**src/rtl/core/tgmr_pkg.sv**
```systemverilog
// Shared types, constants and codes of the touch gesture mouse recognizer.
package tgmr_pkg;

    localparam int MAX_SLOTS        = 5;
    localparam int DEF_FINGER_SLOTS = 5;
    localparam int DEF_COORD_BITS   = 12;

    localparam int COORD_W      = 12;
    localparam int COUNT_W      = 3;
    localparam int TIME_W       = 32;
    localparam int MOVE_LIMIT_W = 13;
    localparam int TIME_LIMIT_W = 16;
    localparam int GAIN_W       = 8;
    localparam int GAIN_FRAC    = 4;
    localparam int MOVE_W       = 8;
    localparam int MOVE_MAX     = 127;

    localparam int ADDR_W = 4;
    localparam int DATA_W = 32;
    localparam int REG_IDX_W = ADDR_W - 2;

    localparam logic [REG_IDX_W-1:0] REG_TAP_MOVE  = 2'd0;
    localparam logic [REG_IDX_W-1:0] REG_TAP_TIME  = 2'd1;
    localparam logic [REG_IDX_W-1:0] REG_MOVE_GAIN = 2'd2;

    localparam logic [MOVE_LIMIT_W-1:0] RST_TAP_MOVE  = 13'd10;
    localparam logic [TIME_LIMIT_W-1:0] RST_TAP_TIME  = 16'd200;
    localparam logic [GAIN_W-1:0]       RST_MOVE_GAIN = 8'd16;

    typedef enum logic [1:0] {
        EV_NONE  = 2'd0,
        EV_MOVE  = 2'd1,
        EV_CLICK = 2'd2
    } event_kind_t;

    typedef enum logic [1:0] {
        BTN_LEFT   = 2'd0,
        BTN_RIGHT  = 2'd1,
        BTN_MIDDLE = 2'd2
    } button_t;

    typedef struct packed {
        logic [COUNT_W-1:0] touch_count;
        logic [TIME_W-1:0]  time_ms;
        logic [COORD_W-1:0] x0;
        logic [COORD_W-1:0] y0;
        logic [COORD_W-1:0] x1;
        logic [COORD_W-1:0] y1;
        logic [COORD_W-1:0] x2;
        logic [COORD_W-1:0] y2;
        logic [COORD_W-1:0] x3;
        logic [COORD_W-1:0] y3;
        logic [COORD_W-1:0] x4;
        logic [COORD_W-1:0] y4;
    } in_item_t;

    typedef struct packed {
        event_kind_t               event_kind;
        logic signed [MOVE_W-1:0]  move_dx;
        logic signed [MOVE_W-1:0]  move_dy;
        button_t                   button;
    } out_item_t;

    typedef struct packed {
        logic [MOVE_LIMIT_W-1:0] tap_move_limit;
        logic [TIME_LIMIT_W-1:0] tap_time_limit;
        logic [GAIN_W-1:0]       move_gain;
    } cfg_t;

    typedef enum logic [2:0] {
        ST_IDLE,
        ST_STEP,
        ST_SCALE,
        ST_CHECK,
        ST_DONE
    } ctrl_state_t;

    typedef struct packed {
        logic load;
        logic step;
        logic scale;
        logic check;
        logic emit;
    } dp_cmd_t;

    typedef struct packed {
        logic lift;
        logic check_done;
        logic out_busy;
    } dp_status_t;

endpackage

```
**src/rtl/core/touch_gesture_mouse_recognizer.sv**
```systemverilog
// Top level of the trackpad tap and drag gesture recognizer.
//
// Each item on the touch channel is one multitouch snapshot: finger count,
// millisecond timestamp and five points. Every snapshot yields exactly one
// item on the gesture channel: nothing, a mouse move or a button click.
// Limits and drag gain are written through the APB-style port; the user
// must do so only while idle, as the block itself does not enforce it.
// A snapshot with fingers down passes through capture at acceptance,
// store update, move scaling and output load. A snapshot in which all
// fingers lift runs the tap check one session finger per cycle on a
// shared compare unit, stopping at the first finger that fails, and then
// loads its result into the output register.
// The next snapshot is accepted once the previous result enters the
// output register, even while that result still waits to be taken.
// If the receiver stalls, the result holds in the output register and the
// block stops before loading the following result.
// Reset restores the register defaults, clears the finger store and the
// session, and empties the output register.
module touch_gesture_mouse_recognizer #(
    parameter int FINGER_SLOTS = tgmr_pkg::DEF_FINGER_SLOTS,
    parameter int COORD_BITS   = tgmr_pkg::DEF_COORD_BITS
) (
    input  logic                        clk,
    input  logic                        rst_n,
    input  logic                        touch_valid,
    output logic                        touch_ready,
    input  tgmr_pkg::in_item_t          touch_item,
    output logic                        gesture_valid,
    input  logic                        gesture_ready,
    output tgmr_pkg::out_item_t         gesture_item,
    input  logic                        psel,
    input  logic                        penable,
    input  logic                        pwrite,
    input  logic [tgmr_pkg::ADDR_W-1:0] paddr,
    input  logic [tgmr_pkg::DATA_W-1:0] pwdata,
    output logic [tgmr_pkg::DATA_W-1:0] prdata,
    output logic                        pready
);
    import tgmr_pkg::*;

    cfg_t       cfg;
    dp_cmd_t    cmd;
    dp_status_t status;

    tgmr_regs u_regs (
        .clk     (clk),
        .rst_n   (rst_n),
        .psel    (psel),
        .penable (penable),
        .pwrite  (pwrite),
        .paddr   (paddr),
        .pwdata  (pwdata),
        .prdata  (prdata),
        .pready  (pready),
        .cfg     (cfg)
    );

    tgmr_ctrl u_ctrl (
        .clk         (clk),
        .rst_n       (rst_n),
        .touch_valid (touch_valid),
        .touch_ready (touch_ready),
        .status      (status),
        .cmd         (cmd)
    );

    tgmr_dpath #(
        .FINGER_SLOTS (FINGER_SLOTS),
        .COORD_BITS   (COORD_BITS)
    ) u_dpath (
        .clk           (clk),
        .rst_n         (rst_n),
        .touch_item    (touch_item),
        .cfg           (cfg),
        .cmd           (cmd),
        .gesture_ready (gesture_ready),
        .status        (status),
        .gesture_valid (gesture_valid),
        .gesture_item  (gesture_item)
    );

    // At most one datapath command is issued in any cycle.
    assert property (@(posedge clk) disable iff (!rst_n)
        $onehot0({cmd.load, cmd.step, cmd.scale, cmd.check, cmd.emit}))
        else $error("more than one datapath command at once");

    // A new result never overwrites one the receiver has not yet taken.
    assert property (@(posedge clk) disable iff (!rst_n)
        cmd.emit |-> !status.out_busy)
        else $error("result loaded over a pending output item");

    // A loaded result is presented in the following cycle.
    assert property (@(posedge clk) disable iff (!rst_n)
        cmd.emit |=> gesture_valid)
        else $error("loaded result not presented");

    // One snapshot is in work at a time.
    assert property (@(posedge clk) disable iff (!rst_n)
        touch_valid && touch_ready |=> !touch_ready)
        else $error("second item accepted while one is in work");

endmodule

```
**src/rtl/core/tgmr_regs.sv**
```systemverilog
// Configuration register file with its APB-style access port.
module tgmr_regs (
    input  logic                        clk,
    input  logic                        rst_n,
    input  logic                        psel,
    input  logic                        penable,
    input  logic                        pwrite,
    input  logic [tgmr_pkg::ADDR_W-1:0] paddr,
    input  logic [tgmr_pkg::DATA_W-1:0] pwdata,
    output logic [tgmr_pkg::DATA_W-1:0] prdata,
    output logic                        pready,
    output tgmr_pkg::cfg_t              cfg
);
    import tgmr_pkg::*;

    logic [MOVE_LIMIT_W-1:0] tap_move_limit_reg;
    logic [TIME_LIMIT_W-1:0] tap_time_limit_reg;
    logic [GAIN_W-1:0]       move_gain_reg;
    logic [REG_IDX_W-1:0]    reg_idx;
    logic                    wr_en;

    assign reg_idx = paddr[ADDR_W-1:2];
    assign wr_en   = psel && penable && pwrite;
    assign pready  = 1'b1;

    always_ff @(posedge clk or negedge rst_n)
    begin
        if (!rst_n)
        begin
            tap_move_limit_reg <= RST_TAP_MOVE;
            tap_time_limit_reg <= RST_TAP_TIME;
            move_gain_reg      <= RST_MOVE_GAIN;
        end
        else if (wr_en)
        begin
            case (reg_idx)
                REG_TAP_MOVE:  tap_move_limit_reg <= pwdata[MOVE_LIMIT_W-1:0];
                REG_TAP_TIME:  tap_time_limit_reg <= pwdata[TIME_LIMIT_W-1:0];
                REG_MOVE_GAIN: move_gain_reg      <= pwdata[GAIN_W-1:0];
                default: ;
            endcase
        end
    end

    always_comb
    begin
        case (reg_idx)
            REG_TAP_MOVE:  prdata = DATA_W'(tap_move_limit_reg);
            REG_TAP_TIME:  prdata = DATA_W'(tap_time_limit_reg);
            REG_MOVE_GAIN: prdata = DATA_W'(move_gain_reg);
            default:       prdata = '0;
        endcase
    end

    assign cfg.tap_move_limit = tap_move_limit_reg;
    assign cfg.tap_time_limit = tap_time_limit_reg;
    assign cfg.move_gain      = move_gain_reg;

endmodule

```
**src/rtl/core/tgmr_ctrl.sv**
```systemverilog
// Sequencing state machine that issues datapath commands for each item.
module tgmr_ctrl (
    input  logic                   clk,
    input  logic                   rst_n,
    input  logic                   touch_valid,
    output logic                   touch_ready,
    input  tgmr_pkg::dp_status_t   status,
    output tgmr_pkg::dp_cmd_t      cmd
);
    import tgmr_pkg::*;

    ctrl_state_t state_reg;
    ctrl_state_t state_next;

    always_ff @(posedge clk or negedge rst_n)
    begin
        if (!rst_n)
        begin
            state_reg <= ST_IDLE;
        end
        else
        begin
            state_reg <= state_next;
        end
    end

    always_comb
    begin
        state_next = state_reg;
        case (state_reg)
            ST_IDLE:
            begin
                if (touch_valid)
                begin
                    state_next = ST_STEP;
                end
            end
            ST_STEP:  state_next = status.lift ? ST_CHECK : ST_SCALE;
            ST_SCALE: state_next = ST_DONE;
            ST_CHECK:
            begin
                if (status.check_done)
                begin
                    state_next = ST_DONE;
                end
            end
            ST_DONE:
            begin
                if (!status.out_busy)
                begin
                    state_next = ST_IDLE;
                end
            end
            default:  state_next = ST_IDLE;
        endcase
    end

    always_comb
    begin
        cmd         = '0;
        touch_ready = 1'b0;
        case (state_reg)
            ST_IDLE:
            begin
                touch_ready = 1'b1;
                cmd.load    = touch_valid;
            end
            ST_STEP:  cmd.step  = 1'b1;
            ST_SCALE: cmd.scale = 1'b1;
            ST_CHECK: cmd.check = 1'b1;
            ST_DONE:  cmd.emit  = !status.out_busy;
            default: ;
        endcase
    end

endmodule

```
**src/rtl/core/tgmr_dpath.sv**
```systemverilog
// Finger store, drag tracking, move scaling, tap check and output register.
module tgmr_dpath #(
    parameter int FINGER_SLOTS = tgmr_pkg::DEF_FINGER_SLOTS,
    parameter int COORD_BITS   = tgmr_pkg::DEF_COORD_BITS
) (
    input  logic                  clk,
    input  logic                  rst_n,
    input  tgmr_pkg::in_item_t    touch_item,
    input  tgmr_pkg::cfg_t        cfg,
    input  tgmr_pkg::dp_cmd_t     cmd,
    input  logic                  gesture_ready,
    output tgmr_pkg::dp_status_t  status,
    output logic                  gesture_valid,
    output tgmr_pkg::out_item_t   gesture_item
);
    import tgmr_pkg::*;

    localparam int CW      = COORD_BITS;
    localparam int DW      = CW + 1;
    localparam int SUMW    = CW + 1;
    localparam int CMPW    = (SUMW > MOVE_LIMIT_W) ? SUMW : MOVE_LIMIT_W;
    localparam int PRODW   = CW + GAIN_W;
    localparam int QW      = PRODW - GAIN_FRAC;
    localparam int SLOT_IW = (FINGER_SLOTS > 1) ? $clog2(FINGER_SLOTS) : 1;

    function automatic logic [CW-1:0] abs_diff(input logic [CW-1:0] a, input logic [CW-1:0] b);
        return (a > b) ? (a - b) : (b - a);
    endfunction

    function automatic logic signed [MOVE_W-1:0] scale_move(input logic signed [DW-1:0] d,
                                                            input logic [GAIN_W-1:0] gain);
        logic [CW-1:0]            mag;
        logic [PRODW-1:0]         prod;
        logic [QW-1:0]            q;
        logic signed [MOVE_W-1:0] sat;
        mag  = d[DW-1] ? CW'(-d) : CW'(d);
        prod = PRODW'(mag) * PRODW'(gain);
        q    = prod[PRODW-1:GAIN_FRAC];
        sat  = (q > QW'(MOVE_MAX)) ? MOVE_W'(MOVE_MAX) : MOVE_W'(q);
        return d[DW-1] ? -sat : sat;
    endfunction

    logic [COORD_W-1:0] raw_x [MAX_SLOTS];
    logic [COORD_W-1:0] raw_y [MAX_SLOTS];
    logic [COUNT_W-1:0] count_in;

    logic [COUNT_W-1:0] count_reg;
    logic [TIME_W-1:0]  time_reg;
    logic [CW-1:0]      px_reg [FINGER_SLOTS];
    logic [CW-1:0]      py_reg [FINGER_SLOTS];

    logic [COUNT_W-1:0]      prev_reg;
    logic [COUNT_W-1:0]      smax_reg;
    logic [FINGER_SLOTS-1:0] active_reg;
    logic [FINGER_SLOTS-1:0] drag_reg;
    logic [CW-1:0]           sx_reg [FINGER_SLOTS];
    logic [CW-1:0]           sy_reg [FINGER_SLOTS];
    logic [CW-1:0]           lx_reg [FINGER_SLOTS];
    logic [CW-1:0]           ly_reg [FINGER_SLOTS];
    logic [TIME_W-1:0]       st_reg [FINGER_SLOTS];
    logic [COUNT_W-1:0]      idx_reg;

    logic                    move_pend_reg;
    logic signed [DW-1:0]    dx_reg;
    logic signed [DW-1:0]    dy_reg;
    out_item_t               res_reg;
    out_item_t               out_reg;
    logic                    out_valid_reg;

    logic [FINGER_SLOTS-1:0] rec;
    logic                    drag_en;
    logic [SUMW-1:0]         total;
    logic                    over_limit;
    logic signed [DW-1:0]    ddx;
    logic signed [DW-1:0]    ddy;

    logic [SLOT_IW-1:0]      slot;
    logic [SUMW-1:0]         c_moved;
    logic [TIME_W-1:0]       c_held;
    logic                    c_end;
    logic                    c_fail;
    logic                    check_done;
    button_t                 click_btn;

    assign raw_x[0] = touch_item.x0;
    assign raw_y[0] = touch_item.y0;
    assign raw_x[1] = touch_item.x1;
    assign raw_y[1] = touch_item.y1;
    assign raw_x[2] = touch_item.x2;
    assign raw_y[2] = touch_item.y2;
    assign raw_x[3] = touch_item.x3;
    assign raw_y[3] = touch_item.y3;
    assign raw_x[4] = touch_item.x4;
    assign raw_y[4] = touch_item.y4;

    assign count_in = (touch_item.touch_count > COUNT_W'(FINGER_SLOTS)) ?
                      COUNT_W'(FINGER_SLOTS) : touch_item.touch_count;

    // Slots newly covered by the count, and the drag measurement of slot 0.
    always_comb
    begin
        for (int i = 0; i < FINGER_SLOTS; i++)
        begin
            rec[i] = (COUNT_W'(i) >= prev_reg) && (COUNT_W'(i) < count_reg);
        end
    end

    assign drag_en    = (count_reg == COUNT_W'(1)) && (prev_reg != '0) && active_reg[0];
    assign total      = SUMW'(abs_diff(px_reg[0], sx_reg[0])) +
                        SUMW'(abs_diff(py_reg[0], sy_reg[0]));
    assign over_limit = CMPW'(total) > CMPW'(cfg.tap_move_limit);
    assign ddx        = signed'({1'b0, px_reg[0]}) - signed'({1'b0, lx_reg[0]});
    assign ddy        = signed'({1'b0, py_reg[0]}) - signed'({1'b0, ly_reg[0]});

    // Tap check of one session slot per cycle.
    assign slot       = idx_reg[SLOT_IW-1:0];
    assign c_moved    = SUMW'(abs_diff(lx_reg[slot], sx_reg[slot])) +
                        SUMW'(abs_diff(ly_reg[slot], sy_reg[slot]));
    assign c_held     = time_reg - st_reg[slot];
    assign c_end      = idx_reg >= smax_reg;
    assign c_fail     = !c_end && ((CMPW'(c_moved) > CMPW'(cfg.tap_move_limit)) ||
                                   (c_held > TIME_W'(cfg.tap_time_limit)));
    assign check_done = c_end || c_fail;

    always_comb
    begin
        case (smax_reg)
            COUNT_W'(1): click_btn = BTN_LEFT;
            COUNT_W'(2): click_btn = BTN_RIGHT;
            default:     click_btn = BTN_MIDDLE;
        endcase
    end

    always_ff @(posedge clk)
    begin
        if (cmd.load)
        begin
            count_reg <= count_in;
            time_reg  <= touch_item.time_ms;
            for (int i = 0; i < FINGER_SLOTS; i++)
            begin
                px_reg[i] <= CW'(raw_x[i]);
                py_reg[i] <= CW'(raw_y[i]);
            end
        end
        if (cmd.step)
        begin
            dx_reg <= ddx;
            dy_reg <= ddy;
        end
        if (cmd.scale)
        begin
            res_reg.event_kind <= move_pend_reg ? EV_MOVE : EV_NONE;
            res_reg.move_dx    <= move_pend_reg ? scale_move(dx_reg, cfg.move_gain) : '0;
            res_reg.move_dy    <= move_pend_reg ? scale_move(dy_reg, cfg.move_gain) : '0;
            res_reg.button     <= BTN_LEFT;
        end
        if (cmd.check && check_done)
        begin
            res_reg.event_kind <= c_end ? EV_CLICK : EV_NONE;
            res_reg.move_dx    <= '0;
            res_reg.move_dy    <= '0;
            res_reg.button     <= c_end ? click_btn : BTN_LEFT;
        end
        if (cmd.emit)
        begin
            out_reg <= res_reg;
        end
    end

    always_ff @(posedge clk or negedge rst_n)
    begin
        if (!rst_n)
        begin
            prev_reg      <= '0;
            smax_reg      <= '0;
            active_reg    <= '0;
            drag_reg      <= '0;
            idx_reg       <= '0;
            move_pend_reg <= 1'b0;
            for (int i = 0; i < FINGER_SLOTS; i++)
            begin
                sx_reg[i] <= '0;
                sy_reg[i] <= '0;
                lx_reg[i] <= '0;
                ly_reg[i] <= '0;
                st_reg[i] <= '0;
            end
        end
        else
        begin
            if (cmd.step)
            begin
                prev_reg <= count_reg;
                idx_reg  <= '0;
                if ((count_reg > prev_reg) && (count_reg > smax_reg))
                begin
                    smax_reg <= count_reg;
                end
                for (int i = 0; i < FINGER_SLOTS; i++)
                begin
                    if (rec[i])
                    begin
                        active_reg[i] <= 1'b1;
                        drag_reg[i]   <= 1'b0;
                        sx_reg[i]     <= px_reg[i];
                        sy_reg[i]     <= py_reg[i];
                        lx_reg[i]     <= px_reg[i];
                        ly_reg[i]     <= py_reg[i];
                        st_reg[i]     <= time_reg;
                    end
                end
                if (drag_en)
                begin
                    lx_reg[0] <= px_reg[0];
                    ly_reg[0] <= py_reg[0];
                    if (over_limit)
                    begin
                        drag_reg[0] <= 1'b1;
                    end
                end
                move_pend_reg <= drag_en && (drag_reg[0] || over_limit) &&
                                 ((ddx != '0) || (ddy != '0));
            end
            if (cmd.check)
            begin
                if (check_done)
                begin
                    smax_reg   <= '0;
                    active_reg <= '0;
                    drag_reg   <= '0;
                    for (int i = 0; i < FINGER_SLOTS; i++)
                    begin
                        sx_reg[i] <= '0;
                        sy_reg[i] <= '0;
                        lx_reg[i] <= '0;
                        ly_reg[i] <= '0;
                        st_reg[i] <= '0;
                    end
                end
                else
                begin
                    idx_reg <= idx_reg + COUNT_W'(1);
                end
            end
        end
    end

    always_ff @(posedge clk or negedge rst_n)
    begin
        if (!rst_n)
        begin
            out_valid_reg <= 1'b0;
        end
        else if (cmd.emit)
        begin
            out_valid_reg <= 1'b1;
        end
        else if (gesture_ready)
        begin
            out_valid_reg <= 1'b0;
        end
    end

    assign status.lift       = (prev_reg != '0) && (count_reg == '0);
    assign status.check_done = check_done;
    assign status.out_busy   = out_valid_reg && !gesture_ready;

    assign gesture_valid = out_valid_reg;
    assign gesture_item  = out_reg;

endmodule

```
**config.mk**
```make
export PLATFORM = sky130hd
export DESIGN_NAME = touch_gesture_mouse_recognizer
export DESIGN_NICKNAME = d
export VERILOG_FILES = /design/src/rtl/core/tgmr_pkg.sv /design/src/rtl/core/touch_gesture_mouse_recognizer.sv /design/src/rtl/core/tgmr_regs.sv /design/src/rtl/core/tgmr_ctrl.sv /design/src/rtl/core/tgmr_dpath.sv
export SDC_FILE = /design/constraint.sdc
export NUM_CORES = 2
export LEC_CHECK = 0
export BUFFER_PORTS_ARGS = -buffer_cell sky130_fd_sc_hd__buf_2
export CAP_MARGIN = 30
export CORE_ASPECT_RATIO = 1.2
export CORE_MARGIN = 5
export CORE_UTILIZATION = 45
export CTS_CLUSTER_SIZE = 8
export DETAILED_ROUTE_END_ITERATION = 10
export PLACE_DENSITY = 0.67
export RECOVER_POWER = 25
export SYNTH_ARGS = -nofsm -noshare
export SYNTH_HDL_FRONTEND = slang
export SYNTH_SLANG_ARGS = --single-unit
```
**constraint.sdc**
```tcl
create_clock -name clk -period 25.3 [get_ports clk]
set_input_delay 5.06 -clock clk [delete_from_list [all_inputs] [get_ports clk]]
set_output_delay 5.06 -clock clk [all_outputs]
set_load 0.01 [all_outputs]
```
Word-level counts from Yosys, hierarchy flattened
Memories as Yosys holds them, arrays and structs flattened.
Cells that the tools add are included.
- flip-flop bits (word level): 562
- latch bits: 0
- RAM bits: 120
- memory bits (read-only): 0
- word-level logic and storage cells: 258
- memories kept: 2
- memory list (memory ; depth ; width ; read ports ; clocked after memory_dff ; wr ports ; line ; text):
    u_dpath.px_reg ; 5 ; 12 ; 5 ; 0 ; 5 ; tgmr_dpath.sv:49 ; logic [CW-1:0] px_reg [FINGER_SLOTS];
    u_dpath.py_reg ; 5 ; 12 ; 5 ; 0 ; 5 ; tgmr_dpath.sv:50 ; logic [CW-1:0] py_reg [FINGER_SLOTS];
- $add $sub $neg: 18
- $mul: 2
- div/mod/pow operators: 0
- $lt $le $gt $ge: 24
- eq/ne operators: 12
- shifts and indexed selects: 0
- mux-type cells: 116
- bitwise logic cells: 1
- reductions and logical operators: 35
- operators with widths (operator ; number):
    2-to-1 mux 60 bit ; 12
    2-to-1 mux 160 bit ; 3
    2-to-1 mux 12 bit ; 36
    2-to-1 mux 32 bit ; 7
    binary-select mux 12 bit (select 3 bit) ; 4
    binary-select mux 32 bit (select 3 bit) ; 1
    subtractor 12 bit ; 8
    greater-than comparator 12 bit ; 4
    2-to-1 mux 8 bit ; 6
    case mux 16 bit (3 select lines) ; 1
    multiplier 12 x 8 -> 20 bit ; 2
    2-to-1 mux 20 bit ; 2
    greater-than comparator 16 x 7 -> 1 bit (second input constant) ; 2
    greater-than comparator 32 x 16 -> 1 bit ; 1
    subtractor 32 bit ; 1
    2-to-1 mux 3 bit ; 10
    2-to-1 mux 5 bit ; 6
    adder 12 x 12 -> 13 bit ; 2
    greater-than comparator 13 bit ; 2
    nonzero test 13 bit ; 2
    subtractor 12 x 12 -> 13 bit ; 2
    2-to-1 mux 1 bit ; 24
    negation 12 bit ; 2
    logical AND 1 bit ; 16
    31 further kinds ; 52

Depth between registers and ports, before layout
- depth in word-level cells: 13
- depth in mapped cells: 45
- gate-level depth less buffers: 38

By module
From an unflattened synthesis, not the netlist that was laid out.
- cells, all modules: 4795
- area total of the unflattened synthesis: 45986.6 um2
- modules (own cells, without submodules) (module ; instances ; cells an instance ; area an instance (um2)):
    tgmr_dpath ; 1 ; 4630 ; 43900.9
    tgmr_regs ; 1 ; 144 ; 1874.3
    tgmr_ctrl ; 1 ; 21 ; 211.5

Worst setup path after synthesis
Ideal clock, no wire load.
- path kind: input port to output port
- start: in paddr[3] (netlist name)
- end: out prdata[3] (netlist name)
- arrival: 6126 ps
- required time: 20240 ps
- slack: 14114 ps
- cell stages on the path: 4
- buffers on the path: 2
- path through: clkbuf_1 buf_1 mux2i_1 o21ai_0
- longest elaborated chain between the ends: 2
- RTL lines (element ; line ; text):
    from (decl) ; touch_gesture_mouse_recognizer.sv:34 ; input logic [tgmr_pkg::ADDR_W-1:0] paddr,
    == test 2 bit, or another cell as far along ; tgmr_regs.sv:47 ; case (reg_idx)
    case mux 16 bit (3 select lines) (*) ; tgmr_regs.sv:47 ;
    to (decl) ; touch_gesture_mouse_recognizer.sv:36 ; output logic [tgmr_pkg::DATA_W-1:0] prdata,
Mark *: on every way between the ends. The rest lies on a longest branch, timed or not.

Final worst setup path
- start: reg u_dpath.idx_reg[2]
- end: reg u_dpath.sy_reg[12] (netlist name)
- longest elaborated chain between the ends: 13
- RTL lines (element ; line ; text):
    from (decl) ; tgmr_dpath.sv:61 ; logic [COUNT_W-1:0] idx_reg;
    from (signal assigned) ; tgmr_dpath.sv:243 ; idx_reg <= idx_reg + COUNT_W'(1);
    NOT 3 -> 4 bit (not written as such) ; tgmr_dpath.sv:117, tgmr_dpath.sv:118, tgmr_dpath.sv:119 ;
    binary-select mux 12 bit (select 3 bit), on equally long branches ; tgmr_dpath.sv:117, tgmr_dpath.sv:118 ;
    2-to-1 mux 12 bit, on equally long branches (2 in series) ; tgmr_dpath.sv:117, tgmr_dpath.sv:118 ;
    subtractor 12 bit or greater-than comparator 12 bit (tied branches) ; tgmr_dpath.sv:27 ; return (a > b) ? (a - b) : (b - a);
    2-to-1 mux 12 bit ; tgmr_dpath.sv:27 ;
    adder 12 x 12 -> 13 bit ; tgmr_dpath.sv:117 ; assign c_moved = SUMW'(abs_diff(lx_reg[slot], sx_reg[slot])) +
    greater-than comparator 13 bit ; tgmr_dpath.sv:121 ; assign c_fail = !c_end && ((CMPW'(c_moved) > CMPW'(cfg.tap_move_limit)) ||
    logical OR 1 bit ; tgmr_dpath.sv:121 ;
    logical AND 1 bit ; tgmr_dpath.sv:121 ;
    logical OR 1 bit (*) ; tgmr_dpath.sv:123 ; assign check_done = c_end || c_fail;
    2-to-1 mux 60 bit (*) ; tgmr_dpath.sv:227 ; if (check_done)
    2-to-1 mux 60 bit (*) ; tgmr_dpath.sv:225 ; if (cmd.check)
    to (signal, indexed assignment) ; tgmr_dpath.sv:207 ; sy_reg[i] <= py_reg[i];
    to (decl) ; tgmr_dpath.sv:57 ; logic [CW-1:0] sy_reg [FINGER_SLOTS];
Mark *: on every way between the ends. The rest lies on a longest branch, timed or not. The select of a mux whose other input is x is not followed.
A chain may end at the register's enable or synchronous reset.

==> metrics.txt <==
clock root cell clkbuf_16; input/output buffers roughly 220; fill count 9030; Synth Flop Type dfrtp_1; CP Launch Type flip-flop; post-synthesis mux area share under 10%; Worst Path Max Fanout 92; Crit Path Category flip-flop to flip-flop; die width 295 µm; Slew HR -261%; share of flip-flops with an asynchronous set or reset around 67%; post-route ant nets 0; RSZ-0062 raised after global routing no; H-tree depth 3; Largest register FFs 160; vias in the first global route ~35000; share of the synthesized area in the top cell type between 20% and 30%; final clock period utilization by the worst path between 50% and 60%; Syn-to-layout area delta 11.0%; clock buffer depth 3; Yosys reg bits a little under 700; largest net degree at the start of global routing between 90 and 100; Cell Rows between 100 and 150; CP arrival 13.76 ns; Post-Synthesis Cells ~4700; drt wl/cell 19.2 µm; count of cell types in the netlist 81; io pins approximately 250; share of post-route cells with drive strength above 1 slightly below 9%; Hold Path Origin u_dpath.res_reg[18]; routability cong. around 0.92; Area contributors post-synth dfrtp_1, edfxtp_1, ha_1; die height approximately 350 µm; CORE AREA a little under 100000 µm²; main combinational cell family by area after synthesis compound AO/OA/AOI/OAI gates; DRC viols 0; TritonCTS clock tree built; hold worst-path end u_dpath.gesture_item[18]; Total GRT Usage between 20% and 30%; hold buffer count at cts 0; cell with the most instances after synthesis nand2_1; status finished, violations left; Post-Synth Simple-Gate Area about 15%; R2R depth 40; initial antenna violation count 2; Final setup viols 0; DR pass1 iterations 6; CTS clk-pin slew, worst paths approximately 0.050 ns; synthesized area per cell between 9 and 10 µm²; Post-synth top cells nand2_1, a21oi_1, dfrtp_1; TritonCTS Buffers 95; yosys warns 0; final slew viol count 181; Clk Latency, worst-skew pair 0.66 ns; die area between 100000 and 150000 µm²; Slowest cell on crit path dfrtp_1; worst min path class flip-flop to flip-flop; Crit path required time roughly 26 ns; setup TNS 0 ns; first-pass GRT wire length approximately 190 mm; Adder-Cell Fraction of Synth Area ~15%; clock sink count between 600 and 700; Hold Vio Cnt, Final 0; DRT iter0 DRCs between 2000 and 3000; DP HPWL 85.7 mm; post-synthesis compound-gate area fraction approximately 16%; Worst R2R Setup Slack approximately 12 ns; actual slew at the worst max-slew pin between 5 and 6 ns; drt via density between 5 and 6; Post-synth EDFFs a little over 200; fin nets between 5000 and 6000; largest stage delay on the critical path 1.63 ns; reg2reg start u_dpath.idx_reg[2]; post-CTS resize count 0; XOR/XNOR Fraction of Synth Area between 2 and 3%; sequential fraction of the synthesis area 40.5%; Yosys top cell by area dfrtp_1; post-layout min period between 10 and 15 ns; Max Fclk about 75 MHz; global route overflow 0; CP Capture Type flip-flop; hold depth 0; WL final about 120 mm; failing checks capacitance limit, slew limit; setup bufs post-CTS 0; synthesized area around 44000 µm²; reg2reg end u_dpath.sy_reg[12]; Max Cap Viol 4; Setup Skew 0.0332 ns; initial core utilization a little under half; Via Count roughly 34000
-- placed cells by master (no fill, tap or decap), drive strengths merged, types with 12 or more instances in the layout --
cell / count
a211oi: 17
a21o: 80
a21oi: 648
a31oi: 12
and2: 36
buf: 244
clkbuf: 165
conb: 17
dfrtp: 447
dfxtp: 16
edfxtp: 205
fa: 133
ha: 301
inv: 369
mux2: 29
mux2i: 212
nand2: 841
nand2b: 40
nand3: 34
nand4: 31
nor2: 216
nor2b: 161
nor3: 48
nor4: 14
o211ai: 15
o21a: 25
o21ai: 121
o21bai: 30
o22a: 80
or3: 19
xnor2: 87
xor2: 48
-- per-layer routing --
layer | wire, µm | global-route usage [%] | vias to the layer above
met5 | 0 | 0 | -
met4 | 4610 | 8.80 | 0
met3 | 6580 | 3.16 | 219
met2 | 57100 | 37.7 | 950
met1 | 50200 | 29.6 | 16800
li1 | - | - | 16400
-- metrics by stage --
step / instances / hold WS, ns / setup WS, ns / area (µm²) / util, %
floorplan: 4760 / 0.400 / 14.11 / 44000 / -
global placement: 6020 / 0.404 / 12.90 / 46000 / 47.4
detailed placement: 6023 / 0.405 / 12.81 / 46000 / 47.5
CTS: 6180 / 0.417 / 12.83 / 48800 / 50.3
global route: 6184 / 0.431 / 11.09 / 48800 / 50.3
finish: 6186 / 0.418 / 12.04 / 48800 / 50.3
-- worst max-delay path by stage --
stage / startpoint / to / slack, ns / cells after the start
floorplan: paddr[3] / prdata[3] / 14.11 / 4
global placement: u_dpath.idx_reg[0] / u_dpath.sx_reg[24] / 12.90 / 42
detailed placement: u_dpath.idx_reg[0] / u_dpath.ly_reg[6] / 12.81 / 42
CTS: u_dpath.idx_reg[0] / u_dpath.ly_reg[6] / 12.83 / 42
global route: u_dpath.idx_reg[2] / u_dpath.sy_reg[40] / 11.09 / 40
finish: u_dpath.idx_reg[2] / u_dpath.sy_reg[12] / 12.04 / 40
-- cell families after synthesis --
kind of cell,after synthesis
flops,674
compound gates,1141
mux,243
xor+xnor,135
other cells,2
simple gates,1485
fa+ha+maj,434
buf+inv,631
-- critical path: cells and delay by family (launching register included) --
kind            cells  cell delay [ns]
simple gates       10             1.48
compound gates     16             3.61
xor+xnor            1             0.30
mux                 1             0.43
flops               1             1.63
fa+ha+maj           4             1.21
buf+inv             8             4.24
-- final cells by class --
type / instances / area (µm²) / share of cell area [%]
inverters: 365 / 1370 / 2.81
diodes: 4 / 10.0 / 0.0205
repair buffers: 261 / 1460 / 2.98
clock inverters: 9 / 146 / 0.300
well taps: 1270 / 1590 / 3.26
flip-flops and latches: 674 / 17800 / 36.5
multi-input cells: 3455 / 23800 / 48.8
clock buffers: 148 / 2610 / 5.34
Power is not shown: default switching activity piles up to over one toggle a cycle in this logic, so the estimate is an artifact.
